<file path="src/sv/chdq_pkg.sv">
`timescale 1ns / 1ps
// Shared definitions for the character deque: field widths, command and
// status codes, register indexes, and the control word that drives the cells.
// No dependencies.
package chdq_pkg;

   localparam int DEPTH_DEFAULT = 64;

   localparam int CMD_W      = 4;
   localparam int BYTE_W     = 8;
   localparam int POS_W      = 6;
   localparam int LEN_W      = 7;
   localparam int STATUS_W   = 2;
   localparam int CSR_IDX_W  = 1;
   localparam int CSR_DATA_W = 8;

   // command codes
   localparam logic [CMD_W-1:0] CMD_PUSH_BACK  = 4'd0;
   localparam logic [CMD_W-1:0] CMD_POP_BACK   = 4'd1;
   localparam logic [CMD_W-1:0] CMD_PUSH_FRONT = 4'd2;
   localparam logic [CMD_W-1:0] CMD_POP_FRONT  = 4'd3;
   localparam logic [CMD_W-1:0] CMD_PUSH_MID   = 4'd4;
   localparam logic [CMD_W-1:0] CMD_POP_MID    = 4'd5;
   localparam logic [CMD_W-1:0] CMD_WRITE      = 4'd6;
   localparam logic [CMD_W-1:0] CMD_READ       = 4'd7;
   localparam logic [CMD_W-1:0] CMD_SET_LEN    = 4'd8;
   localparam logic [CMD_W-1:0] CMD_REINIT     = 4'd9;

   // status codes
   localparam logic [STATUS_W-1:0] ST_OK      = 2'd0;
   localparam logic [STATUS_W-1:0] ST_REFUSED = 2'd1;
   localparam logic [STATUS_W-1:0] ST_BADPOS  = 2'd2;

   // configuration register indexes
   localparam logic [CSR_IDX_W-1:0] CSR_INIT_LENGTH = 1'd0;
   localparam logic [CSR_IDX_W-1:0] CSR_FILL_BYTE   = 1'd1;

   typedef enum logic [2:0] {
      CELL_HOLD,
      CELL_SHIFT_UP,
      CELL_SHIFT_DOWN,
      CELL_WRITE,
      CELL_FILL
   } cell_op_type;

   typedef struct packed {
      cell_op_type        op;
      logic [BYTE_W-1:0]  value;
      logic [BYTE_W-1:0]  fill;
   } cell_ctrl_type;

endpackage

</file>
<file path="src/sv/chdq_req_if.sv">
`timescale 1ns / 1ps
// Command channel of the character deque: valid/ready plus one command word.
// Depends on chdq_pkg for field widths.
interface chdq_req_if;
   logic                          valid;
   logic                          ready;
   logic [chdq_pkg::CMD_W-1:0]    cmd;
   logic [chdq_pkg::BYTE_W-1:0]   value;
   logic [chdq_pkg::POS_W-1:0]    position;
   logic [chdq_pkg::LEN_W-1:0]    new_length;

   modport source (output valid, cmd, value, position, new_length, input ready);
   modport sink   (input valid, cmd, value, position, new_length, output ready);
endinterface

</file>
<file path="src/sv/chdq_rsp_if.sv">
`timescale 1ns / 1ps
// Result channel of the character deque: valid/ready plus one result word.
// Depends on chdq_pkg for field widths.
interface chdq_rsp_if;
   logic                            valid;
   logic                            ready;
   logic [chdq_pkg::BYTE_W-1:0]     read_byte;
   logic [chdq_pkg::LEN_W-1:0]      fill_level;
   logic [chdq_pkg::STATUS_W-1:0]   status;

   modport source (output valid, read_byte, fill_level, status, input ready);
   modport sink   (input valid, read_byte, fill_level, status, output ready);
endinterface

</file>
<file path="src/sv/chdq_cell.sv">
`timescale 1ns / 1ps
// One storage cell of the deque row: holds a single byte and takes a new one
// from its neighbors, the command value or the fill byte. Depends on chdq_pkg.
module chdq_cell #(
   parameter int INDEX = 0,
   parameter int CNT_W = 7
) (
   input  logic                          clock,
   input  logic                          reset,
   input  chdq_pkg::cell_ctrl_type       ctrl,
   input  logic [CNT_W-1:0]              lo,
   input  logic [CNT_W-1:0]              hi,
   input  logic [chdq_pkg::BYTE_W-1:0]   left_q,
   input  logic [chdq_pkg::BYTE_W-1:0]   right_q,
   output logic [chdq_pkg::BYTE_W-1:0]   q
);

   localparam logic [CNT_W-1:0] IDX = CNT_W'(INDEX);

   logic [chdq_pkg::BYTE_W-1:0] data_ff;
   logic [chdq_pkg::BYTE_W-1:0] data_in;

   always_comb begin
      data_in = data_ff;
      unique case (ctrl.op)
         chdq_pkg::CELL_SHIFT_UP: begin
            // insertion point takes the new byte, cells above it take the lower neighbor
            if (IDX == lo) begin
               data_in = ctrl.value;
            end else if (IDX > lo && IDX <= hi) begin
               data_in = left_q;
            end
         end
         chdq_pkg::CELL_SHIFT_DOWN: begin
            if (IDX >= lo && IDX < hi) begin
               data_in = right_q;
            end
         end
         chdq_pkg::CELL_WRITE: begin
            if (IDX == lo) begin
               data_in = ctrl.value;
            end
         end
         chdq_pkg::CELL_FILL: begin
            data_in = ctrl.fill;
         end
         default: begin
            data_in = data_ff;
         end
      endcase
   end

   always_ff @(posedge clock) begin
      if (reset) begin
         data_ff <= '0;
      end else begin
         data_ff <= data_in;
      end
   end

   assign q = data_ff;

endmodule

</file>
<file path="src/sv/char_deque_with_mid_ops.sv">
`timescale 1ns / 1ps
// Bounded byte deque with middle insert and removal. Takes one command word
// per cycle and returns one result word for each, through a pipeline stage
// and then the result register; these let commands stream back to back as
// long as the result side keeps taking words. Every entry lives in its own
// cell of a row, and push/pop at front, back or middle move all affected
// entries by one place at once, so no command takes longer than the others.
// A read selects its entry in eight-cell groups that are registered, then
// merges the groups into the result register. Configuration (init_length,
// fill_byte) must be written through the csr_ port only while no command is
// in flight; the block itself does not enforce this. Reset clears all
// entries, the length and both registers.
module char_deque_with_mid_ops #(
   parameter int DEPTH = chdq_pkg::DEPTH_DEFAULT
) (
   input  logic                              clock,
   input  logic                              reset,
   chdq_req_if.sink                          req_chan,
   chdq_rsp_if.source                        rsp_chan,
   input  logic                              csr_we,
   input  logic [chdq_pkg::CSR_IDX_W-1:0]    csr_index,
   input  logic [chdq_pkg::CSR_DATA_W-1:0]   csr_wdata
);

   localparam int CNT_W  = $clog2(DEPTH + 1);
   localparam int CMP_W  = (CNT_W > chdq_pkg::LEN_W) ? CNT_W : chdq_pkg::LEN_W;
   localparam int GROUP  = 8;
   localparam int NGROUP = (DEPTH + GROUP - 1) / GROUP;
   localparam int NPAD   = NGROUP * GROUP;
   localparam logic [CNT_W-1:0] DEPTH_CNT = CNT_W'(DEPTH);
   localparam logic [CMP_W-1:0] DEPTH_CMP = CMP_W'(DEPTH);

   // configuration registers
   logic [chdq_pkg::LEN_W-1:0]  init_length_ff;
   logic [chdq_pkg::BYTE_W-1:0] fill_byte_ff;

   // length and pipeline state
   logic [CNT_W-1:0] count_ff, count_in;
   logic             a_valid_ff, a_valid_in;
   logic [chdq_pkg::LEN_W-1:0]    a_fill_ff;
   logic [chdq_pkg::STATUS_W-1:0] a_status_ff;
   logic [chdq_pkg::BYTE_W-1:0]   group_ff [NGROUP];
   logic [chdq_pkg::BYTE_W-1:0]   group_in [NGROUP];
   logic             rsp_valid_ff, rsp_valid_in;
   logic [chdq_pkg::BYTE_W-1:0]   rsp_read_ff, rsp_read_in;
   logic [chdq_pkg::LEN_W-1:0]    rsp_fill_ff;
   logic [chdq_pkg::STATUS_W-1:0] rsp_status_ff;

   // handshake
   logic out_free, a_advance, req_ready, req_fire;

   // decode results
   chdq_pkg::cell_ctrl_type        ctrl;
   logic [CNT_W-1:0]               lo, hi;
   logic [chdq_pkg::STATUS_W-1:0]  status;
   logic                           rd_good;
   logic [CMP_W-1:0]               count_cmp, pos_cmp, nlen_cmp, init_cmp;
   logic                           full, empty;

   // cell row
   logic [chdq_pkg::BYTE_W-1:0] cell_q [NPAD];
   logic                        sel [NPAD];

   assign out_free  = !rsp_valid_ff || rsp_chan.ready;
   assign a_advance = a_valid_ff && out_free;
   assign req_ready = !a_valid_ff || out_free;
   assign req_fire  = req_chan.valid && req_ready;

   assign req_chan.ready      = req_ready;
   assign rsp_chan.valid      = rsp_valid_ff;
   assign rsp_chan.read_byte  = rsp_read_ff;
   assign rsp_chan.fill_level = rsp_fill_ff;
   assign rsp_chan.status     = rsp_status_ff;

   assign count_cmp = CMP_W'(count_ff);
   assign pos_cmp   = CMP_W'(req_chan.position);
   assign nlen_cmp  = CMP_W'(req_chan.new_length);
   assign init_cmp  = CMP_W'(init_length_ff);
   assign full      = (count_ff == DEPTH_CNT);
   assign empty     = (count_ff == '0);

   // Decode the command into one broadcast cell operation with its bounds,
   // the next length and the status. Cell ops are dropped unless accepted.
   always_comb begin
      ctrl.op    = chdq_pkg::CELL_HOLD;
      ctrl.value = req_chan.value;
      ctrl.fill  = fill_byte_ff;
      lo         = '0;
      hi         = '0;
      count_in   = count_ff;
      status     = chdq_pkg::ST_OK;
      rd_good    = 1'b0;
      unique case (req_chan.cmd)
         chdq_pkg::CMD_PUSH_BACK, chdq_pkg::CMD_PUSH_FRONT, chdq_pkg::CMD_PUSH_MID: begin
            if (full) begin
               status = chdq_pkg::ST_REFUSED;
            end else begin
               ctrl.op  = chdq_pkg::CELL_SHIFT_UP;
               hi       = count_ff;
               count_in = count_ff + 1'b1;
               if (req_chan.cmd == chdq_pkg::CMD_PUSH_BACK) begin
                  lo = count_ff;
               end else if (req_chan.cmd == chdq_pkg::CMD_PUSH_MID) begin
                  // insertion point is (count + 1) / 2
                  lo = (count_ff >> 1) + CNT_W'(count_ff[0]);
               end
            end
         end
         chdq_pkg::CMD_POP_BACK: begin
            if (empty) begin
               status = chdq_pkg::ST_REFUSED;
            end else begin
               count_in = count_ff - 1'b1;
            end
         end
         chdq_pkg::CMD_POP_FRONT, chdq_pkg::CMD_POP_MID: begin
            if (empty) begin
               status = chdq_pkg::ST_REFUSED;
            end else begin
               ctrl.op  = chdq_pkg::CELL_SHIFT_DOWN;
               hi       = count_ff - 1'b1;
               count_in = count_ff - 1'b1;
               if (req_chan.cmd == chdq_pkg::CMD_POP_MID) begin
                  lo = count_ff >> 1;
               end
            end
         end
         chdq_pkg::CMD_WRITE: begin
            if (pos_cmp >= count_cmp) begin
               status = chdq_pkg::ST_BADPOS;
            end else begin
               ctrl.op = chdq_pkg::CELL_WRITE;
               lo      = CNT_W'(req_chan.position);
            end
         end
         chdq_pkg::CMD_READ: begin
            if (pos_cmp >= count_cmp) begin
               status = chdq_pkg::ST_BADPOS;
            end else begin
               rd_good = 1'b1;
            end
         end
         chdq_pkg::CMD_SET_LEN: begin
            if (nlen_cmp > DEPTH_CMP) begin
               status = chdq_pkg::ST_BADPOS;
            end else begin
               count_in = CNT_W'(req_chan.new_length);
            end
         end
         chdq_pkg::CMD_REINIT: begin
            if (init_cmp > DEPTH_CMP) begin
               status = chdq_pkg::ST_BADPOS;
            end else begin
               ctrl.op  = chdq_pkg::CELL_FILL;
               count_in = CNT_W'(init_length_ff);
            end
         end
         default: begin
            // unused codes change nothing
            status = chdq_pkg::ST_OK;
         end
      endcase
      if (!req_fire) begin
         ctrl.op  = chdq_pkg::CELL_HOLD;
         count_in = count_ff;
      end
   end

   // Row of cells; each sees its neighbors' bytes and the broadcast op.
   for (genvar i = 0; i < NPAD; i++) begin : g_row
      if (i < DEPTH) begin : g_cell
         logic [chdq_pkg::BYTE_W-1:0] left_q, right_q;
         if (i == 0) begin : g_first
            assign left_q = '0;
         end else begin : g_inner_l
            assign left_q = cell_q[i-1];
         end
         if (i == DEPTH - 1) begin : g_last
            assign right_q = '0;
         end else begin : g_inner_r
            assign right_q = cell_q[i+1];
         end
         chdq_cell #(
            .INDEX (i),
            .CNT_W (CNT_W)
         ) u_cell (
            .clock   (clock),
            .reset   (reset),
            .ctrl    (ctrl),
            .lo      (lo),
            .hi      (hi),
            .left_q  (left_q),
            .right_q (right_q),
            .q       (cell_q[i])
         );
         assign sel[i] = rd_good && (pos_cmp == CMP_W'(i));
      end else begin : g_pad
         assign cell_q[i] = '0;
         assign sel[i]    = 1'b0;
      end
   end

   // First read level: merge each group of eight cells.
   always_comb begin
      for (int g = 0; g < NGROUP; g++) begin
         group_in[g] = '0;
         for (int j = 0; j < GROUP; j++) begin
            if (sel[g*GROUP + j]) begin
               group_in[g] = group_in[g] | cell_q[g*GROUP + j];
            end
         end
      end
   end

   // Second read level: merge the registered groups.
   always_comb begin
      rsp_read_in = '0;
      for (int g = 0; g < NGROUP; g++) begin
         rsp_read_in = rsp_read_in | group_ff[g];
      end
   end

   always_comb begin
      a_valid_in = a_valid_ff;
      if (req_fire) begin
         a_valid_in = 1'b1;
      end else if (a_advance) begin
         a_valid_in = 1'b0;
      end
      rsp_valid_in = rsp_valid_ff;
      if (a_advance) begin
         rsp_valid_in = 1'b1;
      end else if (rsp_chan.ready) begin
         rsp_valid_in = 1'b0;
      end
   end

   // Control state: config, length and stage valids, all cleared by reset.
   always_ff @(posedge clock) begin
      if (reset) begin
         init_length_ff <= '0;
         fill_byte_ff   <= '0;
         count_ff       <= '0;
         a_valid_ff     <= 1'b0;
         rsp_valid_ff   <= 1'b0;
      end else begin
         if (csr_we) begin
            if (csr_index == chdq_pkg::CSR_INIT_LENGTH) begin
               init_length_ff <= chdq_pkg::LEN_W'(csr_wdata);
            end else if (csr_index == chdq_pkg::CSR_FILL_BYTE) begin
               fill_byte_ff <= csr_wdata;
            end
         end
         count_ff     <= count_in;
         a_valid_ff   <= a_valid_in;
         rsp_valid_ff <= rsp_valid_in;
      end
   end

   // Payload: capture the accepted word's results, then advance to the output.
   always_ff @(posedge clock) begin
      if (req_fire) begin
         a_fill_ff   <= chdq_pkg::LEN_W'(count_in);
         a_status_ff <= status;
         for (int g = 0; g < NGROUP; g++) begin
            group_ff[g] <= group_in[g];
         end
      end
      if (a_advance) begin
         rsp_read_ff   <= rsp_read_in;
         rsp_fill_ff   <= a_fill_ff;
         rsp_status_ff <= a_status_ff;
      end
   end

`ifndef NO_ASSERTIONS
   a_count_bound: assert property (@(posedge clock) disable iff (reset)
      count_ff <= DEPTH_CNT)
      else $error("length exceeds depth");

   a_pop_back_len: assert property (@(posedge clock) disable iff (reset)
      (req_fire && req_chan.cmd == chdq_pkg::CMD_POP_BACK && !empty)
      |=> count_ff == CNT_W'($past(count_ff) - 1'b1))
      else $error("pop back did not shorten the deque by one");

   a_read_zero: assert property (@(posedge clock) disable iff (reset)
      (rsp_valid_ff && rsp_status_ff != chdq_pkg::ST_OK) |-> rsp_read_ff == '0)
      else $error("read byte set on a failed command");

   a_stage_moves: assert property (@(posedge clock) disable iff (reset)
      (a_valid_ff && !rsp_valid_ff) |=> rsp_valid_ff)
      else $error("pending word did not reach the output register");
`endif

endmodule

</file>
<file path="src/flat_wrapper.sv">
// flat-port wrapper written by rule: the top's interface ports become plain ports
module char_deque_with_mid_ops_flat 
#(
   parameter int DEPTH = chdq_pkg::DEPTH_DEFAULT
)
  (clock, reset, csr_we, csr_index, csr_wdata, req_chan_valid, req_chan_cmd, req_chan_value, req_chan_position, req_chan_new_length, req_chan_ready, rsp_chan_valid, rsp_chan_read_byte, rsp_chan_fill_level, rsp_chan_status, rsp_chan_ready);
  chdq_req_if req_chan_i ();
  chdq_rsp_if rsp_chan_i ();
  input  logic clock;
  input  logic reset;
  input  logic csr_we;
  input  logic [chdq_pkg::CSR_IDX_W-1:0] csr_index;
  input  logic [chdq_pkg::CSR_DATA_W-1:0] csr_wdata;
  input wire logic [$bits(req_chan_i.valid)-1:0] req_chan_valid;
  input wire logic [$bits(req_chan_i.cmd)-1:0] req_chan_cmd;
  input wire logic [$bits(req_chan_i.value)-1:0] req_chan_value;
  input wire logic [$bits(req_chan_i.position)-1:0] req_chan_position;
  input wire logic [$bits(req_chan_i.new_length)-1:0] req_chan_new_length;
  output wire logic [$bits(req_chan_i.ready)-1:0] req_chan_ready;
  output wire logic [$bits(rsp_chan_i.valid)-1:0] rsp_chan_valid;
  output wire logic [$bits(rsp_chan_i.read_byte)-1:0] rsp_chan_read_byte;
  output wire logic [$bits(rsp_chan_i.fill_level)-1:0] rsp_chan_fill_level;
  output wire logic [$bits(rsp_chan_i.status)-1:0] rsp_chan_status;
  input wire logic [$bits(rsp_chan_i.ready)-1:0] rsp_chan_ready;
  assign req_chan_i.valid = req_chan_valid;
  assign req_chan_i.cmd = req_chan_cmd;
  assign req_chan_i.value = req_chan_value;
  assign req_chan_i.position = req_chan_position;
  assign req_chan_i.new_length = req_chan_new_length;
  assign req_chan_ready = req_chan_i.ready;
  assign rsp_chan_valid = rsp_chan_i.valid;
  assign rsp_chan_read_byte = rsp_chan_i.read_byte;
  assign rsp_chan_fill_level = rsp_chan_i.fill_level;
  assign rsp_chan_status = rsp_chan_i.status;
  assign rsp_chan_i.ready = rsp_chan_ready;
  char_deque_with_mid_ops #(.DEPTH(DEPTH)) u_core (.clock(clock), .reset(reset), .req_chan(req_chan_i), .rsp_chan(rsp_chan_i), .csr_we(csr_we), .csr_index(csr_index), .csr_wdata(csr_wdata));
endmodule
</file>
<file path="config.mk">
export PLATFORM = sky130hd
export DESIGN_NAME = char_deque_with_mid_ops_flat
export DESIGN_NICKNAME = d
export VERILOG_FILES = /design/src/sv/chdq_pkg.sv /design/src/sv/chdq_req_if.sv /design/src/sv/chdq_rsp_if.sv /design/src/sv/chdq_cell.sv /design/src/sv/char_deque_with_mid_ops.sv /design/src/flat_wrapper.sv
export SDC_FILE = /design/constraint.sdc
export NUM_CORES = 2
export LEC_CHECK = 0
export BUFFER_PORTS_ARGS = -buffer_cell sky130_fd_sc_hd__buf_2
export CAP_MARGIN = 20
export CELL_PAD_IN_SITES_DETAIL_PLACEMENT = 0
export CELL_PAD_IN_SITES_GLOBAL_PLACEMENT = 2
export CORE_ASPECT_RATIO = 0.7
export CORE_MARGIN = 3
export CORE_UTILIZATION = 40
export CTS_CLUSTER_SIZE = 14
export DETAILED_ROUTE_END_ITERATION = 12
export MAX_ROUTING_LAYER = met4
export PLACE_DENSITY = 0.88
export SYNTH_ARGS = -nofsm -noshare
export SYNTH_HDL_FRONTEND = slang
export SYNTH_SLANG_ARGS = --single-unit
</file>
<file path="constraint.sdc">
create_clock -name clock -period 16.8 [get_ports clock]
set_clock_uncertainty 0.05 [all_clocks]
set_input_delay 0.84 -clock clock [delete_from_list [all_inputs] [get_ports clock]]
set_output_delay 0.84 -clock clock [all_outputs]
set_load 0.01 [all_outputs]
</file>
==> metrics.txt <==
Die Width=395 um; Synth Cell Area=42400 um2; Hold Fails Final Rpt=0; final WL=242000 um; worst skew pair latency=0.69 ns; via count=49800; Post-DP HPWL=162000 um; Cells after Synth=5233; worst reg2reg path depth=12; fmax=165 MHz; Place WS=10.78 ns; logic gate share of total power=0.123; core area=105000 um2; fin crit period=6.07 ns; initial core utilization=0.405; DP Area=43700 um2; First DRT Iteration DRCs=9069; number of enable flip-flop cells after synthesis=90; Max Buffers Root-to-Sink=3; setup ws final=10.73 ns; GRT Total Usage=0.429; Final Power=3.89 mW; switching share of power=0.305; RSZ-0062 raised after global routing=false; Flop pwr share=0.438; Filler cells=10300; actual slew at the worst max-slew pin=1.23 ns; max_cap viols=0; H-tree level count=3; Slew HR=0.174; Post-Layout Inst Area=46300 um2; largest net degree at the start of global routing=185; ANT nets after route=0; crit path DAT=6.56 ns; PwrDens=84.0 nW/um2; vias per inst=7.70; CTS Hold Bufs=0; CP Class=reg2reg; period utilization=0.361; die area=110000 um2; setup_tns=0 ns; CTS tree=built; I/O pin count=58; TritonCTS buffer count=71; synth warn=0; crit end category=flop; Cell variety after synth=123; Die Y-Extent=278 um; global-route wire length before repair=340000 um; post-cts repair resize count=0; worst-path fanout max=41; routability cong.=1.04; initial antenna violation count=11; Worst EP required=17.29 ns; Int Pwr=2.70 mW; most common cell after layout, fill and taps aside=a21oi_1; Worst Hold Path EP=u_core.rsp_chan.status[0]; Post-CTS Setup Inserts=0; clock sinks=626; # nets final=5020; Synth Flop Type=dfxtp_1; cell leakage power=14.5 nW; HP Class=reg2reg; VDD IR max=69.7 uV; Area Growth Syn to Fin=9.09%; Pre-Repair DR Iteration Count=9; Root Driver=clkbuf_16; CTS clk-pin slew, worst paths=0.06 ns; Post-synth ARST share=0; Startpoint Class=flop; Hold Path Depth=0; flop-to-flop setup slack=10.73 ns; FF/Latch Area=13400 um2; max-slew violations=0; Avg WL per Cell=37.4 um; worst hold path startpoint=u_core.a_status_ff[0]; area of the multi-input gates=26900 um2; number of remaining DRC errors=0; NetSw=1.19 mW; Cell Rows=99; share of layout cells above drive strength 1=0.143; grt total ovfl=0; Avg Cell Area, Syn=8.11 um2; status=complete, no violations; syn_nets=5283; reg2reg end=u_core.g_row[44].g_cell.u_cell.q[6]; most frequent cells in the layout=676 x a21oi_1, 536 x dfxtp_1, 459 x o21ai_0, 334 x nor2_1, 331 x nand3_1; sequential element share of the synthesized area=0.317; count of input and output buffers=57; worst r2r src=u_core.count_cmp[1]; final setup violating endpoints=0; FF+latch count, synth=626; Clk pwr share=0.439; Core Util, Final=0.442; vias in the first global route=43500
## state kept, by name, summed over array words and instances, names as in the netlist, 2 cells and up
register,count
u_core.a_fill_ff,7
u_core.fill_byte_ff,8
u_core.rsp_chan.read_byte,8
u_core.rsp_chan.fill_level,7
u_core.init_cmp,7
u_core.count_cmp,7
u_core.rsp_chan.status,2
u_core.group_ff,64
u_core.a_status_ff,2
u_core.g_row.g_cell.u_cell.q,512
## layer usage
layer | GRT usage | share of wire | vias to the layer above
met2 | 0.508 | 0.36 | 4556
met3 | 0.204 | 0.18 | 687
met4 | 0.153 | 0.043 | 0
li1 | - | - | 20300
met1 | 0.610 | 0.42 | 24300
met5 | - | 0 | -
## power by group through the flow
stage / clock network (mW) / logic (mW) / registers [mW]
3_5_place_dp: 0 / 0.452 / 1.72
6_report: 1.71 / 0.479 / 1.70
4_1_cts: 1.71 / 0.454 / 1.69
3_3_place_gp: 0 / 0.449 / 1.72
2_1_floorplan: 0 / 0.304 / 1.66
5_1_grt: 1.77 / 0.501 / 1.70
## synthesized netlist by cell type (12+ instances only)
| cell type | count | area [um2] |
|---|---|---|
| o211ai_1 | 106 | 796 |
| nor3_1 | 103 | 515 |
| a22o_1 | 69 | 604 |
| nor2_1 | 336 | 1260 |
| or3_1 | 19 | 119 |
| edfxtp_1 | 90 | 2700 |
| a211oi_2 | 12 | 150 |
| o21ai_0 | 461 | 2310 |
| nand4_1 | 18 | 113 |
| nor4_1 | 24 | 150 |
| o22ai_1 | 13 | 81.3 |
| nand2_1 | 136 | 510 |
| inv_1 | 21 | 78.8 |
| buf_2 | 94 | 470 |
| a221oi_1 | 257 | 2250 |
| o31ai_1 | 25 | 188 |
| nor2_2 | 14 | 87.6 |
| buf_4 | 19 | 143 |
| a2111oi_0 | 69 | 604 |
| a211oi_1 | 250 | 1880 |
| a31oi_1 | 107 | 669 |
| mux2i_1 | 26 | 260 |
| clkbuf_1 | 391 | 1470 |
| a22oi_1 | 133 | 998 |
| a21oi_1 | 681 | 3410 |
| mux2_2 | 208 | 2340 |
| o21ai_1 | 27 | 135 |
| o311a_1 | 21 | 210 |
| nand3_1 | 336 | 1680 |
| and2_1 | 16 | 100 |
| a311oi_1 | 78 | 683 |
| o41ai_1 | 22 | 193 |
| o31a_1 | 13 | 114 |
| and3_1 | 15 | 93.8 |
| dfxtp_1 | 536 | 10700 |
| nor2b_1 | 87 | 544 |
| buf_1 | 44 | 165 |
| a21o_1 | 95 | 713 |
## critical path, stage by stage (launching register included)
cell       delay [ns]
dfxtp_1          0.47
inv_1            0.22
ha_1             0.30
or4b_4           0.57
nor3_4           0.60
nand2b_4         0.11
a32oi_4          0.83
nand3_2          0.45
buf_4            0.50
o221ai_1         0.30
nand4_1          0.68
a2111oi_0        0.68
nor3_1           0.09
## metrics by stage
step	std cells	hold slack, ns
2_1_floorplan	5233	0.350
3_3_place_gp	6299	0.353
4_1_cts	6430	0.350
5_1_grt	6456	0.373
6_report	6469	0.372
3_5_place_dp	6300	0.355
## layout make-up
type / count / area share
inverter: 24 / 0.00211
multi-input combinational: 4027 / 0.581
timing repair buffer: 220 / 0.0335
clock inverter: 36 / 0.00768
sequential: 626 / 0.290
tap: 1414 / 0.0382
clock buffer: 94 / 0.0452
antenna: 28 / 0.00151
## worst max path at each step
stage | end | slack [ns] | cells after the start | startpoint
2_1_floorplan | u_core.g_row[42].g_cell.u_cell.q[0] | 9.25 | 9 | rsp_chan_ready
3_3_place_gp | u_core.g_row[46].g_cell.u_cell.q[5] | 10.85 | 10 | req_chan_cmd[2]
3_5_place_dp | u_core.g_row[45].g_cell.u_cell.q[6] | 10.78 | 14 | req_chan_position[0]
4_1_cts | u_core.g_row[45].g_cell.u_cell.q[6] | 10.96 | 13 | u_core.count_cmp[5]
5_1_grt | u_core.g_row[45].g_cell.u_cell.q[6] | 10.53 | 13 | u_core.count_cmp[5]
6_report | u_core.g_row[44].g_cell.u_cell.q[6] | 10.73 | 12 | u_core.count_cmp[1]
## cells by family (layout without fill, tap and decap cells)
logic type / count (synthesis) / count (layout) / synth area share
flip-flops: 626 / 626 / 0.317
multiplexers: 242 / 242 / 0.0642
XOR/XNOR: 8 / 8 / 0.00165
adder cells (fa/ha/maj): 11 / 11 / 0.00324
AND/OR/NAND/NOR: 1165 / 1165 / 0.137
other: 0 / 28 / 0
AO/OA/AOI/OAI: 2601 / 2601 / 0.420
buffers and inverters: 580 / 374 / 0.0573
(Power assumes the default switching activity.)
